File: src/rtl/wavhp_pkg.sv
package wavhp_pkg;

    typedef enum logic [2:0] {
        ST_OK       = 3'd0,
        ST_BAD_RIFF = 3'd1,
        ST_BAD_WAVE = 3'd2,
        ST_BAD_FMT  = 3'd3,
        ST_BAD_DATA = 3'd4
    } t_status;

    typedef struct packed {
        t_status     status;
        logic [15:0] channel_count;
        logic [15:0] sample_bits;
        logic [31:0] samples_per_second;
        logic [31:0] data_bytes;
        logic [5:0]  header_bytes;
    } t_result;

    // little-endian tags as they sit in the four-byte window
    localparam logic [31:0] TAG_RIFF       = 32'h4646_4952;
    localparam logic [31:0] TAG_WAVE       = 32'h4556_4157;
    localparam logic [31:0] TAG_FMT        = 32'h2074_6d66;
    localparam logic [31:0] TAG_DATA       = 32'h6174_6164;
    localparam logic [15:0] NO_CBSIZE_MARK = 16'h6164;

    // offset of the last byte of each field
    localparam logic [5:0] POS_RIFF       = 6'd3;
    localparam logic [5:0] POS_WAVE       = 6'd11;
    localparam logic [5:0] POS_FMT        = 6'd15;
    localparam logic [5:0] POS_CHANNELS   = 6'd23;
    localparam logic [5:0] POS_RATE       = 6'd27;
    localparam logic [5:0] POS_BITS       = 6'd35;
    localparam logic [5:0] POS_CBSIZE     = 6'd37;
    localparam logic [5:0] POS_DATA_SHORT = 6'd39;
    localparam logic [5:0] POS_DATA_LONG  = 6'd41;
    localparam logic [5:0] POS_SIZE_SHORT = 6'd43;
    localparam logic [5:0] POS_SIZE_LONG  = 6'd45;

    localparam logic [5:0] HDR_SHORT = 6'd44;
    localparam logic [5:0] HDR_LONG  = 6'd46;

endpackage

File: src/rtl/wav_header_parser_unit.sv
// A result is registered (output register, or skid if the output stalls) when its last byte is taken.
// Throughput: one header byte per cycle; the input stalls only while a second
//   result waits in the skid register behind a stalled output.
// Reset (synchronous, active low): byte position, done flag and output valids clear;
//   the next byte is taken as offset 0. Payload registers are not reset.
module wav_header_parser_unit (
    input  logic        i_clk,
    input  logic        i_rst_n,
    input  logic        i_valid,
    output logic        o_stall,
    input  logic [7:0]  i_data_byte,
    input  logic        i_first_byte,
    output logic        o_valid,
    input  logic        i_stall,
    output logic [2:0]  o_status,
    output logic [15:0] o_channel_count,
    output logic [15:0] o_sample_bits,
    output logic [31:0] o_samples_per_second,
    output logic [31:0] o_data_bytes,
    output logic [5:0]  o_header_bytes
);

    logic [5:0]  r_pos,      n_pos;
    logic [31:0] r_window,   n_window;
    logic [15:0] r_channels, n_channels;
    logic [15:0] r_bits,     n_bits;
    logic [31:0] r_rate,     n_rate;
    logic        r_short,    n_short;
    logic        r_done,     n_done;

    wavhp_pkg::t_result r_out, r_skid, n_res;
    logic               r_out_valid, r_skid_valid;
    logic               n_res_valid;

    logic       in_acc;
    logic       out_free;
    logic [5:0] pos_cur;
    logic       done_cur;

    assign in_acc   = i_valid && !o_stall;
    assign out_free = !r_out_valid || !i_stall;
    assign o_stall  = r_skid_valid;

    // a start flag restarts the parse on this very byte
    assign pos_cur  = i_first_byte ? 6'd0 : r_pos;
    assign done_cur = i_first_byte ? 1'b0 : r_done;

    always_comb begin
        n_pos       = r_pos;
        n_window    = r_window;
        n_channels  = r_channels;
        n_bits      = r_bits;
        n_rate      = r_rate;
        n_short     = r_short;
        n_done      = done_cur;
        n_res_valid = 1'b0;
        n_res       = '0;
        n_res.status = wavhp_pkg::ST_OK;

        if (!done_cur) begin
            n_window = {i_data_byte, r_window[31:8]};
            n_pos    = pos_cur + 6'd1;
            unique case (pos_cur)
                wavhp_pkg::POS_RIFF: begin
                    if (n_window != wavhp_pkg::TAG_RIFF) begin
                        n_res_valid  = 1'b1;
                        n_res.status = wavhp_pkg::ST_BAD_RIFF;
                    end
                end
                wavhp_pkg::POS_WAVE: begin
                    if (n_window != wavhp_pkg::TAG_WAVE) begin
                        n_res_valid  = 1'b1;
                        n_res.status = wavhp_pkg::ST_BAD_WAVE;
                    end
                end
                wavhp_pkg::POS_FMT: begin
                    if (n_window != wavhp_pkg::TAG_FMT) begin
                        n_res_valid  = 1'b1;
                        n_res.status = wavhp_pkg::ST_BAD_FMT;
                    end
                end
                wavhp_pkg::POS_CHANNELS: n_channels = n_window[31:16];
                wavhp_pkg::POS_RATE:     n_rate     = n_window;
                wavhp_pkg::POS_BITS:     n_bits     = n_window[31:16];
                wavhp_pkg::POS_CBSIZE: begin
                    n_short = (n_window[31:16] == wavhp_pkg::NO_CBSIZE_MARK);
                end
                wavhp_pkg::POS_DATA_SHORT: begin
                    if (r_short && n_window != wavhp_pkg::TAG_DATA) begin
                        n_res_valid  = 1'b1;
                        n_res.status = wavhp_pkg::ST_BAD_DATA;
                    end
                end
                wavhp_pkg::POS_DATA_LONG: begin
                    if (!r_short && n_window != wavhp_pkg::TAG_DATA) begin
                        n_res_valid  = 1'b1;
                        n_res.status = wavhp_pkg::ST_BAD_DATA;
                    end
                end
                wavhp_pkg::POS_SIZE_SHORT, wavhp_pkg::POS_SIZE_LONG: begin
                    if (r_short == (pos_cur == wavhp_pkg::POS_SIZE_SHORT)) begin
                        n_res_valid              = 1'b1;
                        n_res.channel_count      = r_channels;
                        n_res.sample_bits        = r_bits;
                        n_res.samples_per_second = r_rate;
                        n_res.data_bytes         = n_window;
                        n_res.header_bytes       = r_short ? wavhp_pkg::HDR_SHORT
                                                           : wavhp_pkg::HDR_LONG;
                    end
                end
                default: ;
            endcase
            if (n_res_valid) begin
                n_done = 1'b1;
            end
        end
    end

    always_ff @(posedge i_clk) begin
        if (!i_rst_n) begin
            r_pos  <= '0;
            r_done <= 1'b0;
        end else if (in_acc) begin
            r_pos  <= n_pos;
            r_done <= n_done;
        end
    end

    always_ff @(posedge i_clk) begin
        if (in_acc) begin
            r_window   <= n_window;
            r_channels <= n_channels;
            r_bits     <= n_bits;
            r_rate     <= n_rate;
            r_short    <= n_short;
        end
    end

    // output register with a one-entry skid behind it
    always_ff @(posedge i_clk) begin
        if (!i_rst_n) begin
            r_out_valid  <= 1'b0;
            r_skid_valid <= 1'b0;
        end else if (out_free) begin
            if (r_skid_valid) begin
                r_out_valid  <= 1'b1;
                r_skid_valid <= 1'b0;
            end else begin
                r_out_valid <= in_acc && n_res_valid;
            end
        end else if (in_acc && n_res_valid) begin
            r_skid_valid <= 1'b1;
        end
    end

    always_ff @(posedge i_clk) begin
        if (out_free) begin
            r_out <= r_skid_valid ? r_skid : n_res;
        end else if (in_acc && n_res_valid) begin
            r_skid <= n_res;
        end
    end

    assign o_valid              = r_out_valid;
    assign o_status             = r_out.status;
    assign o_channel_count      = r_out.channel_count;
    assign o_sample_bits        = r_out.sample_bits;
    assign o_samples_per_second = r_out.samples_per_second;
    assign o_data_bytes         = r_out.data_bytes;
    assign o_header_bytes       = r_out.header_bytes;

`ifndef SYNTHESIS
    a_skid_behind_out: assert property (@(posedge i_clk) disable iff (!i_rst_n)
        r_skid_valid |-> r_out_valid)
        else $error("skid entry held with empty output register");

    a_ok_header_len: assert property (@(posedge i_clk) disable iff (!i_rst_n)
        (r_out_valid && r_out.status == wavhp_pkg::ST_OK) |->
        (r_out.header_bytes == wavhp_pkg::HDR_SHORT ||
         r_out.header_bytes == wavhp_pkg::HDR_LONG))
        else $error("ok result with bad header length");

    a_err_fields_zero: assert property (@(posedge i_clk) disable iff (!i_rst_n)
        (r_out_valid && r_out.status != wavhp_pkg::ST_OK) |->
        (r_out.header_bytes == 6'd0 && r_out.data_bytes == 32'd0 &&
         r_out.channel_count == 16'd0))
        else $error("error result carries nonzero fields");

    a_done_silent: assert property (@(posedge i_clk) disable iff (!i_rst_n)
        (in_acc && r_done && !i_first_byte) |=> (r_skid_valid == $past(r_skid_valid) ||
         !r_skid_valid))
        else $error("result produced after parse finished");
`endif

endmodule
File: config.mk
export PLATFORM = sky130hd
export DESIGN_NAME = wav_header_parser_unit
export DESIGN_NICKNAME = d
export VERILOG_FILES = /design/src/rtl/wavhp_pkg.sv /design/src/rtl/wav_header_parser_unit.sv
export SDC_FILE = /design/constraint.sdc
export NUM_CORES = 1
export LEC_CHECK = 0
export BUFFER_PORTS_ARGS = -buffer_cell sky130_fd_sc_hd__buf_2
export CAP_MARGIN = 20
export CORE_AREA = 2 2 186 133
export DETAILED_ROUTE_END_ITERATION = 16
export DIE_AREA = 0 0 188 135
export PLACE_DENSITY = 0.69
export SLEW_MARGIN = 20
export SYNTH_ARGS = -nofsm -noshare
export SYNTH_HDL_FRONTEND = slang
export SYNTH_SLANG_ARGS = --single-unit
File: constraint.sdc
create_clock -name i_clk -period 15.6 [get_ports i_clk]
set_input_delay 0.78 -clock i_clk [delete_from_list [all_inputs] [get_ports i_clk]]
set_output_delay 0.78 -clock i_clk [all_outputs]
set_load 0.05 [all_outputs]
# Word level (Yosys, flattened, before mapping)
# Cells that the tools add are included.
[word_totals]
ff_bits = 316
latchBits = 0
mem_bits_rw = 0
mem_bits_ro = 0
output_inout_bits = 107
wordCells = 84
memories = 0
[classes]
n_addsub = 1
multipliers = 0
n_div = 0
magnitude_cmp = 0
eq_ne = 17
shift = 0
mux = 25
bitwise_logic = 3
reduce_logical = 17
[op_table]
columns = ["op", "n"]
rows = [
  ["$mux W105", 2],
  ["$mux W102", 2],
  ["$ne A32 B31 Y1 const B", 3],
  ["$eq A6 B6 Y1 const B", 6],
  ["$ne A32 B30 Y1 const B", 1],
  ["$eq A16 B15 Y1 const B", 1],
  ["$pmux W3 S5", 1],
  ["$mux W1", 13],
  ["$eq A6 B4 Y1 const B", 2],
  ["$eq A6 B5 Y1 const B", 2],
  ["$reduce_and A3 Y1", 4],
  ["$add A6 B1 Y6 const B", 1],
  ["$eq A6 B2 Y1 const B", 1],
  ["$mux W2", 3],
  ["$mux W3", 2],
  ["$mux W6", 1],
  ["$pmux W1 S6", 1],
  ["$logic_and A1 B1 Y1", 4],
  ["$logic_not A1 Y1", 4],
  ["$reduce_and A2 Y1", 2],
  ["$reduce_or A2 Y1", 2],
  ["$not A1 Y1", 3],
  ["$eq A1 B1 Y1", 1],
  ["$logic_or A1 B1 Y1", 1],
]

# Longest topological paths before layout
# Gate-level depths: netlist (run 1).
[depth]
ltp_word = 9
mapped_depth = 12
mapped_depth_nobuf = 9

# Worst setup path after synthesis (run 1)
# Ideal clock, no wire load.
[synth_timing]
path_type = "input to register"
from = "input port i_stall"
to = "register r_skid[100] (netlist name), enable pin"
arrival_ns = 10.367
slack_ns = 4.549
cell_stages = 2
n_path_buf = 0
path_cell_list = "nand2_1 -> nor3_1"
[synth_between]
elab_chain_len = 4
[synth_rtl]
columns = ["element", "line", "text"]
rows = [
  ["start: declaration", "wav_header_parser_unit.sv:14", "input logic i_stall,"],
  ["$logic_not A1 Y1", "wav_header_parser_unit.sv:41", "assign out_free = !r_out_valid || !i_stall;"],
  ["$logic_or A1 B1 Y1", "wav_header_parser_unit.sv:41", ""],
  ["$not A1 Y1 (no source line)", "--", ""],
  ["$reduce_and A2 Y1 (no source line)", "--", ""],
  ["end signal: assignment", "wav_header_parser_unit.sv:160", "r_skid <= n_res;"],
  ["end: declaration", "wav_header_parser_unit.sv:31", "wavhp_pkg::t_result r_out, r_skid, n_res;"],
]
# No other way between the ends.
# A chain may end at the register's enable or synchronous reset.

# Worst setup path after layout (run 1)
[layout_timing]
from = "input port i_first_byte"
to = "register r_skid[77] (netlist name), enable pin"
[layout_between]
elab_chain_len = 9
word_cells_on_any_way = 17
[layout_rtl]
columns = ["element", "line", "text"]
rows = [
  ["start: declaration", "wav_header_parser_unit.sv:12", "input logic i_first_byte,"],
  ["$mux W6", "wav_header_parser_unit.sv:45", "assign pos_cur = i_first_byte ? 6'd0 : r_pos;"],
  ["$eq A6 B6 Y1", "wav_header_parser_unit.sv:63, wav_header_parser_unit.sv:101", ""],
  ["$eq A1 B1 Y1", "wav_header_parser_unit.sv:101", "if (r_short == (pos_cur == wavhp_pkg::POS_SIZE_SHORT)) begin"],
  ["$mux W1", "wav_header_parser_unit.sv:101", ""],
  ["$pmux W1 S6", "wav_header_parser_unit.sv:63", "unique case (pos_cur)"],
  ["$mux W1", "wav_header_parser_unit.sv:60", "if (!done_cur) begin"],
  ["$mux W1 *", "wav_header_parser_unit.sv:60", ""],
  ["$logic_and A1 B1 Y1 *", "wav_header_parser_unit.sv:159", "end else if (in_acc && n_res_valid) begin"],
  ["$reduce_and A2 Y1 (no source line) *", "--", ""],
]
# Mark *: on every way between the ends. The rest lies on a longest branch, timed or not. The select of a mux whose other input is x is not followed.

==> results of run 1 <==
[final timing paths]
check	from	to	slack (ps)	depth (start not counted)
hold reg to reg	r_window[14]$_DFFE_PP_	r_rate[6]$_DFFE_PP_	490	0
setup reg to reg	r_pos[0]$_SDFFE_PN0P_	r_skid[77]$_DFFE_PP_	11990	10
hold / removal	r_window[14]$_DFFE_PP_	r_rate[6]$_DFFE_PP_	490	0
setup / recovery	i_first_byte	r_skid[77]$_DFFE_PP_	11920	11
[report_power, final]
part	total [uW]	internal, uW	switching, uW
logic	16.9	4.21	12.7
registers	890	881	9.01
clock network	653	373	280
[stage by stage]
step | hold WS [ps] | power [uW] | util (%) | setup WS [ps] | instances
3_5_place_dp | 467 | 924 | 53.5 | 11410 | 1074
3_3_place_gp | 472 | 923 | 53.5 | 11650 | 1074
2_1_floorplan | 432 | 912 | - | 4550 | 665
4_1_cts | 483 | 1570 | 57.3 | 11970 | 1126
6_report | 491 | 1560 | 57.3 | 11920 | 1126
5_1_grt | 504 | 1610 | 57.3 | 11690 | 1126
[cell type report]
type                            count  area [sq um]
Multi-Input combinational cell    323          2570
Clock inverter                     18           143
Inverter                            9          33.8
Timing Repair Buffer              124           638
Tap cell                          318           398
Fill cell                        1746         10000
Sequential cell                   300          8920
Clock buffer                       34           744
[state kept, by name, indices dropped and copies added (netlist names), 6 cells and up]
name / flops
o_channel_count: 16
r_skid: 101
o_sample_bits: 16
r_channels: 16
o_data_bytes: 32
r_window: 24
o_samples_per_second: 32
r_bits: 16
r_pos: 6
r_rate: 32
[metal layers]
metal,global-route usage (%),vias up,part of all wire [%]
li1,-,2752,-
met1,26.5,2909,48
met2,25.5,207,44
met3,3.14,31,6.3
met4,3.85,0,1.6
met5,0,-,0
[cells in the final DEF, fill, tap and decap left out, drive strengths merged, types with 7 or more instances in the layout]
cell    count
nand3       7
nor2       13
edfxtp    291
dfxtp       9
o21ai      12
and2       96
nor2b       8
nor3        8
buf       124
nand2      23
mux2       98
inv         9
clkbuf     34
clkinv     14
[cells by family after synthesis]
group,Yosys count,synth area share (%)
multiplexers,98,9.45
adder cells (fa/ha/maj),3,0.322
AO/OA/AOI/OAI,31,1.76
XOR/XNOR,1,0.0750
flip-flops,300,76.4
buffers and inverters,42,1.92
AND/OR/NAND/NOR,188,10.0
other,1,0.0321
[worst max-delay path, stage by stage]
cell and delay (ps):
sky130_fd_sc_hd__buf_2 190, sky130_fd_sc_hd__nor2b_1 250, sky130_fd_sc_hd__ha_1 280, sky130_fd_sc_hd__nor2b_1 290, sky130_fd_sc_hd__and3b_1 250, sky130_fd_sc_hd__nand2_1 90, sky130_fd_sc_hd__ha_1 370, sky130_fd_sc_hd__o221ai_1 240
sky130_fd_sc_hd__nor4_2 100, sky130_fd_sc_hd__nor3_2 170, sky130_fd_sc_hd__buf_4 770
==> impl_summary.txt, run 1 <==
----------------------------------------------------
[Critical path]
  Worst Setup End Kind ... flop
  Worst setup SP type ... primary input
  Worst Path Max Fanout ... 67
  Type of the setup path with the least slack ... primary input to flop
  Data arrival, critical path ... 3830 ps
  Required time reported for the critical path endpoint ... 15760 ps

[Global route]
  Initial antenna violation count ... 0
  Vias in the first global route ... 5688
  Total routing resource utilization after global routing ... 17.2%
  Wire length of the first global-routing pass ... 33.7 mm
  Pin count of the biggest net entering global routing ... 97
  Grt total ovfl ... 0

[Floorplanning]
  Vert. Die Dim ... 135 um
  Die area ... 25400 sq um
  Number of rows in the core area ... 47
  Horizontal extent of the die ... 188 um
  Area inside the core boundary ... 23500 sq um
  Initial core utilization ... 49.8%
  Number of ports placed on the die boundary ... 120

[Drt]
  Antenna violation net count after detailed routing ... 0
  DRC Markers ... 0
  Via count ... 5899
  Number of optimization iterations in the first detailed-route pass ... 5
  Final Routed Wirelength ... 21.8 mm
  WL per Instance ... 19.3 um
  Vias/cell ... 5.24
  DRC violation total after the first TritonRoute iteration ... 524

[Yosys]
  Post-Synthesis Cell Area ... 11700 sq um
  Number of flops mapped to enable cells by yosys ... 291
  Most area-hungry cell type in the Yosys netlist ... sky130_fd_sc_hd__edfxtp_1
  Top cells by instance count after synthesis ... sky130_fd_sc_hd__edfxtp_1, sky130_fd_sc_hd__mux2_2, sky130_fd_sc_hd__and2_1
  Fraction of post-synthesis cell area in the top cell type by area ... 74.9%
  Post-synthesis cell count ... 664
  Total of warnings raised by yosys ... 0
  Main flop type after synthesis ... sky130_fd_sc_hd__edfxtp_1
  Syn_area_per_cell ... 17.6 sq um
  Library cells used by synthesis ... 54
  Register area share after synthesis ... 76.4%
  Top cells by area in the synthesized netlist ... sky130_fd_sc_hd__edfxtp_1, sky130_fd_sc_hd__mux2_2, sky130_fd_sc_hd__and2_1, sky130_fd_sc_hd__dfxtp_1, sky130_fd_sc_hd__nand2_1
  Most repeated cell in the gate-level netlist after synthesis ... sky130_fd_sc_hd__edfxtp_1
  Proportion of synthesized flip-flops having asynchronous set or reset ... 0%
  FF+latch count, synth ... 300

[CTS]
  Number of instances resized during post-cts repair ... 0
  Hold buffer count at CTS ... 0
  Maximum clock insertion buffer count ... 3
  Clock-pin slew on the worst setup and hold paths ... 60 ps
  Maximum level of the CTS H-tree ... 1
  CTS tree ... built
  Setup bufs post-CTS ... 0
  Clock sinks ... 300
  TritonCTS Buffers ... 28
  Cell at the root of the clock tree ... sky130_fd_sc_hd__clkbuf_16
  Later-pin clock latency in the skew report ... 530 ps

[Status]
  Run status ... finished, final reports clean

[Place]
  Post-detail-place hpwl ... 13.5 mm
  Weighted congestion at the end of routability-driven global placement ... 0.893
  DP Area ... 12600 sq um
  Count of input and output buffers ... 117

[STA]
  Shortest clock period the worst path allows after layout ... 3680 ps
  Worst Max-Slew Pin Slew ... 997 ps
  Final setup skew ... 21.8 ps
  Tcrit/Tclk final ... 23.6%
  Final TNS setup ... 0 ps
  Number of hold violations in the final report ... 0
  Final setup violation count ... 0
  Worst slew margin relative to its limit ... 33.4%
  Maximum clock rate ... 272 MHz
  Slew Limit Fails ... 0
  Setup repair after global routing missed its margin ... no

[Finish]
  Synthesis-to-layout area growth ... 15.2%
  Number of inserted diodes ... 0
  Final Instance Area ... 13400 sq um
  Ratio of cells with drive above 1 in the final layout ... 35.0%
  Nets ... 802

[Power and ir drop]
  Peak VDD IR ... 0.0889 mV
  PwrDens ... 116 nW/um^2
  LEAKAGE ... 0.00507 uW

[Job]
  Max-cap violations ... 0

[Worst hold path]
  Worst min-delay path category ... flop to flop

----------------------------------------------------
No activity file was read; power rests on OpenSTA's default activity.
==> run 2: changes to the inputs <==
Settings changed: PLACE_DENSITY 0.69 to 0.72.
Clock period 15.6 ns to 3 ns, I/O delays scaled along.
==> run 2 against run 1 <==
  * Setup slack got worse by 12000 ps
  * Sequential share of layout area decreased by 1.9 points
  * Combinational power increased to 7.3 times the previous value
  * Via count increased by 3.8%
  * Global-route usage increased by 0.68 points
  * Largest cell class unchanged
  * Largest power group unchanged
==> impl_summary.txt, run 2 (synthesized netlist as in run 1, its figures left out) <==
----------------------------------------------------
[STA]
  Tcrit/Tclk final ... 93.7%
  Setup repair after global routing missed its margin ... no
  Slew Limit Fails ... 0
  Worst Max-Slew Pin Slew ... 837 ps
  Final setup violation count ... 0
  Worst slew margin relative to its limit ... 44.2%
  Maximum clock rate ... 356 MHz
  Shortest clock period the worst path allows after layout ... 2810 ps
  Final setup skew ... 9.41 ps
  Number of hold violations in the final report ... 0

[Global route]
  Initial antenna violation count ... 0
  Wire length of the first global-routing pass ... 35.1 mm
  Vias in the first global route ... 6066
  Pin count of the biggest net entering global routing ... 75
  Total routing resource utilization after global routing ... 17.8%
  Grt total ovfl ... 0

[Drt]
  Antenna violation net count after detailed routing ... 0
  DRC violation total after the first TritonRoute iteration ... 452
  Vias/cell ... 5.35
  DRC Markers ... 0
  Final Routed Wirelength ... 23.0 mm
  WL per Instance ... 20.1 um
  Number of optimization iterations in the first detailed-route pass ... 5
  Via count ... 6126

[Finish]
  Synthesis-to-layout area growth ... 18.6%
  Ratio of cells with drive above 1 in the final layout ... 36.9%
  Flip-flop count of the largest register, all copies and words added ... 101
  Utilization after layout ... 59.0%
  Most common library cell in the layout ignoring fill and taps ... sky130_fd_sc_hd__edfxtp_1
  Number of inserted diodes ... 0
  Finished Layout Cells ... 1144
  Nets ... 821
  Number of filler cells placed in the layout ... 1738
  Storage cell area ... 8920 sq um
  Largest reg by FF count ... r_skid
  Commonest non-fill, non-tap cells in the layout ... sky130_fd_sc_hd__edfxtp_1, sky130_fd_sc_hd__buf_2, sky130_fd_sc_hd__mux2_2
  Area occupied by multi-input gates ... 2660 sq um

[CTS]
  CTS tree ... built
  Clock-pin slew on the worst setup and hold paths ... 60 ps
  TritonCTS Buffers ... 28
  Clock sinks ... 300
  Later-pin clock latency in the skew report ... 540 ps
  Maximum level of the CTS H-tree ... 1
  Maximum clock insertion buffer count ... 3
  Setup bufs post-CTS ... 0
  Cell at the root of the clock tree ... sky130_fd_sc_hd__clkbuf_16

[Power and ir drop]
  PwrDens ... 615 nW/um^2
  Design Power ... 8510 uW
  Peak VDD IR ... 0.522 mV
  Relative contribution of the clock network to total power ... 44.3%
  Part of the power in registers ... 54.2%
  LEAKAGE ... 0.00524 uW
  Share of total power consumed by net switching ... 19.5%
  Combinational fraction of design power ... 1.4%
  Switching Power ... 1660 uW
  Internal ... 6850 uW

[Place]
  Count of input and output buffers ... 117
  # placed instances ... 1086
  Weighted congestion at the end of routability-driven global placement ... 0.882
  Post-detail-place hpwl ... 14.2 mm

[Floorplanning]
  Horizontal extent of the die ... 188 um
  Die area ... 25400 sq um
  Area inside the core boundary ... 23500 sq um
  Initial core utilization ... 49.8%
  Number of ports placed on the die boundary ... 120
  Vert. Die Dim ... 135 um
  Number of rows in the core area ... 47

[Status]
  Run status ... finished, final reports clean

[Critical path]
  Worst path max stage delay ... 370 ps
  Worst Path Max Fanout ... 74
  Buffers plus inverters on the worst setup path ... 1
  Stages on the worst setup path ... 10
  Family of cells with the greatest summed delay on the critical path ... simple AND/OR/NAND/NOR gates
  Data arrival, critical path ... 3000 ps
  Worst reg-to-reg setup slack ... 190 ps
  Capture point of the worst reg-to-reg path ... r_skid[53]$_DFFE_PP_
  Required time reported for the critical path endpoint ... 3190 ps
  Destination of the critical timing path ... r_skid[53]$_DFFE_PP_
  Library cell contributing the largest single delay on the critical path ... sky130_fd_sc_hd__dfxtp_2
  Critical Path, Cell by Cell ... nor2b_4, ha_4, nor2b_4, and3b_1, nand2_2, ha_4, o221ai_4, nor4_4, nor3_4, buf_12
  Depth of the most critical reg-to-reg path ... 10
  Launch point of the critical path ... r_pos[1]$_SDFFE_PN0P_
  Worst Setup End Kind ... flop
  Type of the setup path with the least slack ... flop to flop
  Reg2reg start ... r_pos[1]$_SDFFE_PN0P_
  Worst setup SP type ... flop

[Worst hold path]
  Worst min-delay path category ... primary input to flop

[Job]
  Max-cap violations ... 0

----------------------------------------------------
-- run 2: worst min-delay path by stage --
stage               depth (start not counted)                     end              startpoint
floorplan                                   0    r_bits[10]$_DFFE_PP_          i_data_byte[2]
global placement                            2   r_pos[1]$_SDFFE_PN0P_   r_pos[1]$_SDFFE_PN0P_
detailed placement                          0     r_rate[6]$_DFFE_PP_  r_window[14]$_DFFE_PP_
CTS                                         2    r_bits[14]$_DFFE_PP_          i_data_byte[6]
global route                                2    r_bits[14]$_DFFE_PP_          i_data_byte[6]
finish                                      2  r_window[30]$_DFFE_PP_          i_data_byte[6]
-- run 2: power by group through the flow --
| stage | registers [uW] | logic, uW | clock network (uW) |
|---|---|---|---|
| finish | 4620 | 123 | 3770 |
| global route | 4620 | 129 | 3990 |
| CTS | 4610 | 122 | 3830 |
| detailed placement | 4710 | 114 | 0 |
| global placement | 4700 | 111 | 0 |
| floorplan | 4700 | 43.6 | 0 |
-- run 2: layout make-up --
cell class	instances	area share [%]
flip-flops and latches	300	64.5
clock buffers	28	5.06
multi-input cells	323	19.2
clock inverters	23	2.11
well taps	318	2.87
repair buffers	143	6.04
inverters	9	0.244
-- run 2: layer usage --
metal  part of all wire (%)  global-route usage [%]
met2                     45                    27.0
met1                     47                    27.4
met4                    1.4                    3.28
met3                    6.3                    3.22
met5                      0                       0
-- run 2: timing repair --
item | CTS | global route
hold buffers | 7 | 0
hold endpoints to repair | 33 | 0
resized for setup | 0 | 0
-- run 2: worst reg2reg max path: stages, from the launching register on --
cell and delay (ps):
sky130_fd_sc_hd__dfxtp_2 370, sky130_fd_sc_hd__nor2b_4 190, sky130_fd_sc_hd__ha_4 180, sky130_fd_sc_hd__nor2b_4 170, sky130_fd_sc_hd__and3b_1 240, sky130_fd_sc_hd__nand2_2 90, sky130_fd_sc_hd__ha_4 290, sky130_fd_sc_hd__o221ai_4 200
sky130_fd_sc_hd__nor4_4 80, sky130_fd_sc_hd__nor3_4 190, sky130_fd_sc_hd__buf_12 370
-- run 2: metrics by stage --
| step | setup TNS, ps | cell area [sq um] | hold slack [ps] | setup slack [ps] |
|---|---|---|---|---|
| after CTS | 0 | 13800 | 37.3 | 230 |
| after floorplan | -147010 | 11800 | 249 | -1460 |
| after global routing | 0 | 13800 | 42.3 | 40.2 |
| after global placement | 0 | 12800 | 468 | 316 |
| after detailed placement | 0 | 12800 | 451 | 211 |
| final | 0 | 13800 | 44.3 | 190 |
